`src/lsg_pkg.sv`:
```
// Package: shared types and constants of the leapfrog grid stepper.
`default_nettype none
package lsg_pkg;
	localparam int GRID_LAST   = 255;
	localparam int IDX_BITS    = 8;
	localparam int ADDR_BITS   = 2 * IDX_BITS;
	localparam int SMP_BITS    = 16;
	localparam int COEF_BITS   = 16;
	localparam int CFG_IDX_BITS = 1;

	localparam logic [CFG_IDX_BITS-1:0] REG_COEF_X = 1'd0;
	localparam logic [CFG_IDX_BITS-1:0] REG_COEF_Y = 1'd1;

	localparam logic [1:0] FUNC_WRITE = 2'd0;
	localparam logic [1:0] FUNC_STEP  = 2'd1;
	localparam logic [1:0] FUNC_READ  = 2'd2;

	localparam logic [2:0] CAP_NONE = 3'd0;
	localparam logic [2:0] CAP_MID  = 3'd1;
	localparam logic [2:0] CAP_UP   = 3'd2;
	localparam logic [2:0] CAP_DN   = 3'd3;
	localparam logic [2:0] CAP_LF   = 3'd4;
	localparam logic [2:0] CAP_MUL  = 3'd5;

	typedef struct packed {
		logic [1:0]                 func;
		logic [IDX_BITS-1:0]        row;
		logic [IDX_BITS-1:0]        col;
		logic signed [SMP_BITS-1:0] real_in;
		logic signed [SMP_BITS-1:0] imag_in;
	} cmd_t;

	typedef struct packed {
		logic signed [SMP_BITS-1:0] real_out;
		logic signed [SMP_BITS-1:0] imag_out;
		logic                       step_done;
	} result_t;

	typedef struct packed {
		logic [2:0] cap;
		logic       neg;
	} stencil_ctl_t;
endpackage
`default_nettype wire

```
`src/lsg_stencil.sv`:
```
// Five-point stencil datapath: tap capture, weighted differences, rounding, saturation.
`default_nettype none
module lsg_stencil import lsg_pkg::*; (
	input  wire logic                        clk,
	input  wire stencil_ctl_t                ctl,
	input  wire logic signed [SMP_BITS-1:0]  src_rd,
	input  wire logic signed [SMP_BITS-1:0]  dst_rd,
	input  wire logic        [COEF_BITS-1:0] coef_x,
	input  wire logic        [COEF_BITS-1:0] coef_y,
	output logic signed      [SMP_BITS-1:0]  wb_data
);
	localparam int DW = SMP_BITS + 2;
	localparam int PW = DW + COEF_BITS + 1;
	localparam int LW = PW + 1 - 16;

	logic signed [SMP_BITS-1:0] mid_q, dst_q, up_q, dn_q, lf_q;
	logic signed [PW-1:0]       px_s1, py_s1;
	logic signed [DW-1:0]       dr, dc;
	logic signed [PW:0]         acc;
	logic signed [LW-1:0]       lap;
	logic signed [LW:0]         sum;

	assign dr = DW'(up_q) + DW'(dn_q) - (DW'(mid_q) <<< 1);
	assign dc = DW'(lf_q) + DW'(src_rd) - (DW'(mid_q) <<< 1);

	always_ff @(posedge clk) begin
		case (ctl.cap)
			CAP_MID: begin
				mid_q <= src_rd;
				dst_q <= dst_rd;
			end
			CAP_UP: up_q <= src_rd;
			CAP_DN: dn_q <= src_rd;
			CAP_LF: lf_q <= src_rd;
			CAP_MUL: begin
				px_s1 <= PW'($signed({1'b0, coef_x}) * dr);
				py_s1 <= PW'($signed({1'b0, coef_y}) * dc);
			end
			default: ;
		endcase
	end

	always_comb begin
		acc = (PW+1)'(px_s1) + (PW+1)'(py_s1) + (PW+1)'(32768);
		lap = acc[PW:16];
		if (ctl.neg) begin
			sum = (LW+1)'(dst_q) - (LW+1)'(lap);
		end else begin
			sum = (LW+1)'(dst_q) + (LW+1)'(lap);
		end
		if (sum > (LW+1)'(32767)) begin
			wb_data = 16'sh7fff;
		end else if (sum < -(LW+1)'(32768)) begin
			wb_data = 16'sh8000;
		end else begin
			wb_data = sum[SMP_BITS-1:0];
		end
	end
endmodule
`default_nettype wire

```
`config.mk`:
```
export PLATFORM = sky130hd
export DESIGN_NAME = lsg_stencil
export DESIGN_NICKNAME = d
export VERILOG_FILES = /design/src/lsg_pkg.sv /design/src/lsg_stencil.sv
export SDC_FILE = /design/constraint.sdc
export NUM_CORES = 2
export LEC_CHECK = 0
export ABC_AREA = 1
export BUFFER_PORTS_ARGS = -buffer_cell sky130_fd_sc_hd__buf_2
export CAP_MARGIN = 5
export CORE_MARGIN = 2
export CORE_UTILIZATION = 30
export CTS_BUF_LIST = sky130_fd_sc_hd__clkbuf_4 sky130_fd_sc_hd__clkbuf_8
export DETAILED_ROUTE_END_ITERATION = 10
export PLACE_DENSITY_LB_ADDON = 0.25
export SLEW_MARGIN = 5
export SYNTH_ARGS = -nofsm -noshare
export SYNTH_HDL_FRONTEND = slang
export SYNTH_SLANG_ARGS = --single-unit
export TNS_END_PERCENT = 1
```
`constraint.sdc`:
```
create_clock -name clk -period 9.3 [get_ports clk]
set_input_delay 0.465 -clock clk [delete_from_list [all_inputs] [get_ports clk]]
set_output_delay 0.465 -clock clk [all_outputs]
set_load 0.05 [all_outputs]
```
After elaboration in Yosys (flattened, before gate mapping)
Index checks and enable logic that the tools add are counted.
{"block": "totals", "wordCells": 27, "ff_bits": 150}
{"block": "classes", "eq_ne": 5, "add_sub_neg": 8, "muxes": 3, "order_cmp": 2, "mul": 2}
{"cell": "17-bit by 18-bit multiplier with 35-bit output", "count": 2}
{"cell": "35-bit by 35-bit adder with 36-bit output", "count": 1}
{"cell": "36-bit by 17-bit adder with 36-bit output (second input constant)", "count": 1}
{"cell": "17-bit by 17-bit subtractor with 18-bit output", "count": 2}
{"cell": "16-bit by 16-bit adder with 17-bit output", "count": 2}
{"cell": "16-bit two-way mux", "count": 2}
{"cell": "16-bit by 20-bit adder with 21-bit output", "count": 1}
{"cell": "21-bit by 16-bit > comparator with 1-bit output (second input constant)", "count": 1}
{"cell": "21-bit by 16-bit < comparator with 1-bit output (second input constant)", "count": 1}
{"cell": "21-bit two-way mux", "count": 1}
{"cell": "16-bit by 20-bit subtractor with 21-bit output", "count": 1}
{"cell": "3-bit by 2-bit equality test with 1-bit output (second input constant)", "count": 2}
{"cell": "3-bit equality test (second input constant)", "count": 2}
{"cell": "3-bit by 1-bit equality test with 1-bit output (second input constant)", "count": 1}

Logic depth before layout (Yosys ltp)
{"block": "depth", "depth_word": 7, "ltp_mapped": 40, "mapped_depth_nobuf": 39}

Worst setup path after synthesis
OpenSTA, ideal clock, no wires.
{"block": "synth_path", "path_kind": "input to register", "startpoint": "in src_rd[15]", "endpoint": "reg py_s1[33], data pin", "path_slack_ns": 1.394, "setup_ns": 0.252, "arrival_time_ns": 7.654, "cell_stages": 30, "path_cell_list": "inv_1 fa_1 inv_1 ha_1 inv_1 nor3_1 inv_1 nor4_1 nand4_1 nand3_1 xor2_1 clkbuf_1 nor2_1 fa_1 fa_1 clkbuf_1 inv_1 fa_1 fa_1 inv_1 fa_1 inv_1 fa_1 inv_1 ha_1 inv_1 nor4_1 a221oi_1 nand3_1 nand2_1"}
{"block": "synth_between", "elab_chain_cells": 3}
{"element": "start, declared", "line": "lsg_stencil.sv:6", "source": "input wire logic signed [SMP_BITS-1:0] src_rd,"}
{"element": "16-bit by 16-bit adder with 17-bit output", "line": "lsg_stencil.sv:24", "source": "assign dc = DW'(lf_q) + DW'(src_rd) - (DW'(mid_q) <<< 1);"}
{"element": "17-bit by 17-bit subtractor with 18-bit output", "line": "lsg_stencil.sv:24"}
{"element": "17-bit by 18-bit multiplier with 35-bit output", "line": "lsg_stencil.sv:37", "source": "py_s1 <= PW'($signed({1'b0, coef_y}) * dc);"}
{"element": "end signal, assigned", "line": "lsg_stencil.sv:37"}
{"element": "end, declared", "line": "lsg_stencil.sv:17", "source": "logic signed [PW-1:0] px_s1, py_s1;"}
Every way passes these cells.
A chain may end at the register's enable or synchronous reset.

Final worst setup path
{"block": "layout_path", "startpoint": "reg mid_q[9]", "endpoint": "reg px_s1[32], data pin"}
{"block": "layout_between", "elab_chain_cells": 2}
{"element": "start, declared", "line": "lsg_stencil.sv:16", "source": "logic signed [SMP_BITS-1:0] mid_q, dst_q, up_q, dn_q, lf_q;"}
{"element": "start signal, assigned", "line": "lsg_stencil.sv:29", "source": "mid_q <= src_rd;"}
{"element": "17-bit by 17-bit subtractor with 18-bit output", "line": "lsg_stencil.sv:23", "source": "assign dr = DW'(up_q) + DW'(dn_q) - (DW'(mid_q) <<< 1);"}
{"element": "17-bit by 18-bit multiplier with 35-bit output", "line": "lsg_stencil.sv:36", "source": "px_s1 <= PW'($signed({1'b0, coef_x}) * dr);"}
{"element": "end signal, assigned", "line": "lsg_stencil.sv:36"}
{"element": "end, declared", "line": "lsg_stencil.sv:17"}
Every way passes these cells.

==> reports/metrics.yaml <==
layout:
  mostFrequentLayoutCells: "inv_1, nand2_1, fa_1, nor2_1, ha_1"
  n_fill_cell: 12000
  finalNonFillerCells: 5767
  multiInputGateArea_mm2: 0.0248
  area.sequential_mm2: 0.00450
  drive_above_1_share_pct: 6.17
  layout_commonest_cell: "inv_1"
  fin_nets: 5231
  final_area_mm2: 0.0367
  area_growth_pct: 8.37
place:
  place_area_mm2: 0.0364
  hpwl_um: 82400
  gp_congestion: 0.897
  portBuffers: 84
  dp.cells: 5733
routing:
  highest_layer: "met5"
  ant_nets: 0
  met3WireLength_um: 4180
  wl_met1_um: 44200
  route.detailed.drc: 0
  vias_per_cell: 4.49
  dr.pass1.iters: 5
  vias: 25900
  wire_per_inst_um: 16.5
  wl_met2_um: 45000
  drtIter0Drc: 1448
  wl_um: 95300
sta:
  setup_viol: 0
  worstMarginPinSlew_ns: 1.02
  slew_headroom_pct: 31.3
  finClkSkew_ns: 0.0277
  drv_slew: 0
  layout_worst_path_cycle_share_pct: 94.4
  final_hold_viol_count: 0
  setup_tns_ns: 0
  layout_min_cycle_time_ns: 8.78
  rsz0062_at_grt: "true"
  fmax_mhz: 114
synthesis:
  synth_compound_area_share_pct: 4.81
  synth_area_per_cell_um2: 8.13
  synth_top_family_by_area: "adder cells"
  synth_adder_area_share_pct: 47.1
  synth_xor_xnor_area_share_pct: 3.54
  yosysSeqAreaShare_pct: 13.3
  synth_top_area_share_pct: 35.9
  synthSimpleGateAreaFrac_pct: 17.6
  ys.flop_type: "edfxtp_1"
  netlist.top_cell.by_area: "fa_1"
  synth_edf_count: 150
  syn-cell-area_mm2: 0.0339
  muxShareOfSynthArea_pct: 0
  synthArstFlopShare_pct: 0
  synth_fp_nets: 5148
  syn_inst: 4169
  yosys-top-cells-area: "fa_1, edfxtp_1, inv_1, ha_1, nand2_1"
  ys_types: 48
  ys_ff_latch: 150
  ys_warn_count: 0
worst_setup_path:
  worst_ep_arrival_time_ns: 9.04
  cpPeakStageDelay_ns: 0.72
  cp_slowest_cell: "fa_1"
  critPathKind: "flop to flop"
  cp_common_cell: "fa_1"
  endpoint_kind: "flop"
  worstPathRequired_ns: 9.56
  cp_max_fo: 12
  start_kind: "flop"
floorplan:
  die_y_um: 340
  dieArea_mm2: 0.116
  coreArea_mm2: 0.112
  num_rows: 123
  initial_core_util_pct: 30.2
  die_x_um: 340
  ios: 85
global_routing:
  overflow: 0
  grt_pass1_wl_um: 153000
  antenna_found_initial: 6
  grtUsageTotal_pct: 17.0
  grt_max_degree: 55
  grt_pass1_vias: 27300
clock_network:
  cts_sinks: 150
  clockBufferDepth: 2
  root_buffer: "clkbuf_8"
  clk_pin_slew_ns: 0.10
  cts_hold_buffers: 0
  clk_latency_ns: 0.52
  cts_tree: "built"
  numCtsBuffers: 17
  htreeDepth: 4
status:
  status: "finished, final reports clean"
job:
  drv_cap: 0
worst_hold_path:
  hold_class: "primary input to flop"
-- sequential cells by signal (all words and copies together) (netlist names) --
name and flops:
dn_q 16, lf_q 16, py_s1 35, px_s1 35, dst_q 16, mid_q 16, up_q 16
-- layout make-up --
class,count,area share [%]
clock buffer,18,0.658
tap,1500,5.11
inverter,1167,11.9
antenna,3,0.0204
sequential,150,12.3
timing repair buffer,136,2.21
multi-input combinational,2780,67.5
clock inverter,13,0.269
-- synthesized netlist by cell type (4+ instances only) --
cell type	count
or2_2	40
fa_1	607
nor4_1	6
nand2_2	22
clkbuf_1	67
xnor2_1	48
a21oi_1	146
o21bai_1	10
a31oi_1	11
a21boi_0	4
o21a_1	9
nor2_2	5
nor3_1	27
inv_1	1148
edfxtp_1	150
o21ai_0	79
nand3_1	113
o221ai_1	4
ha_1	303
nor2_1	353
a21o_1	7
nand2_1	837
o31ai_1	6
nand3b_1	4
xor2_1	87
nand4_1	24
clkinv_1	17
-- logic make-up after synthesis --
| logic type | count (synthesis) |
|---|---|
| AND/OR/NAND/NOR | 1443 |
| buffers and inverters | 1239 |
| adder cells (fa/ha/maj) | 910 |
| AO/OA/AOI/OAI | 291 |
| flip-flops | 150 |
| XOR/XNOR | 136 |
-- critical path, delay by kind of cell (launching register included) --
| kind | cells | cell delay, ns |
|---|---|---|
| compound gates | 9 | 1.83 |
| xor+xnor | 1 | 0.17 |
| fa+ha+maj | 9 | 4.52 |
| buf+inv | 4 | 0.47 |
| flops | 1 | 0.46 |
| simple gates | 7 | 1.05 |
-- layer usage --
layer	vias to the layer above	GRT usage (%)
met5	-	0
met4	4	3.59
met3	97	2.29
met2	555	28.6
met1	12700	23.3
li1	12500	-
-- per-stage QoR --
step	hold WS [ns]	worst slack (ns)	utilization [%]
6_report	0.118	0.519	32.7
5_1_grt	0.0608	-0.00234	32.7
3_3_place_gp	0.643	0.355	32.4
4_1_cts	0.0579	0.275	32.7
3_5_place_dp	0.643	0.312	32.4
2_1_floorplan	0.564	1.39	-
-- path summary, 6_finish.rpt --
kind	start	end	slack [ns]	depth (start not counted)
worst max register to register	mid_q[9]	px_s1[32]	0.52	30
worst min-delay path	dst_rd[11]	dst_q[11]	0.12	1
worst max-delay path	mid_q[9]	px_s1[32]	0.52	30
worst min register to register	dn_q[0]	px_s1[0]	1.02	4
-- timing repair --
action,4_1_cts,5_1_grt
setup endpoints to repair,0,5
gates resized for setup,0,5
setup buffers,0,0
Power is not shown: default switching activity piles up to over one toggle a cycle in this logic, so the estimate is an artifact.
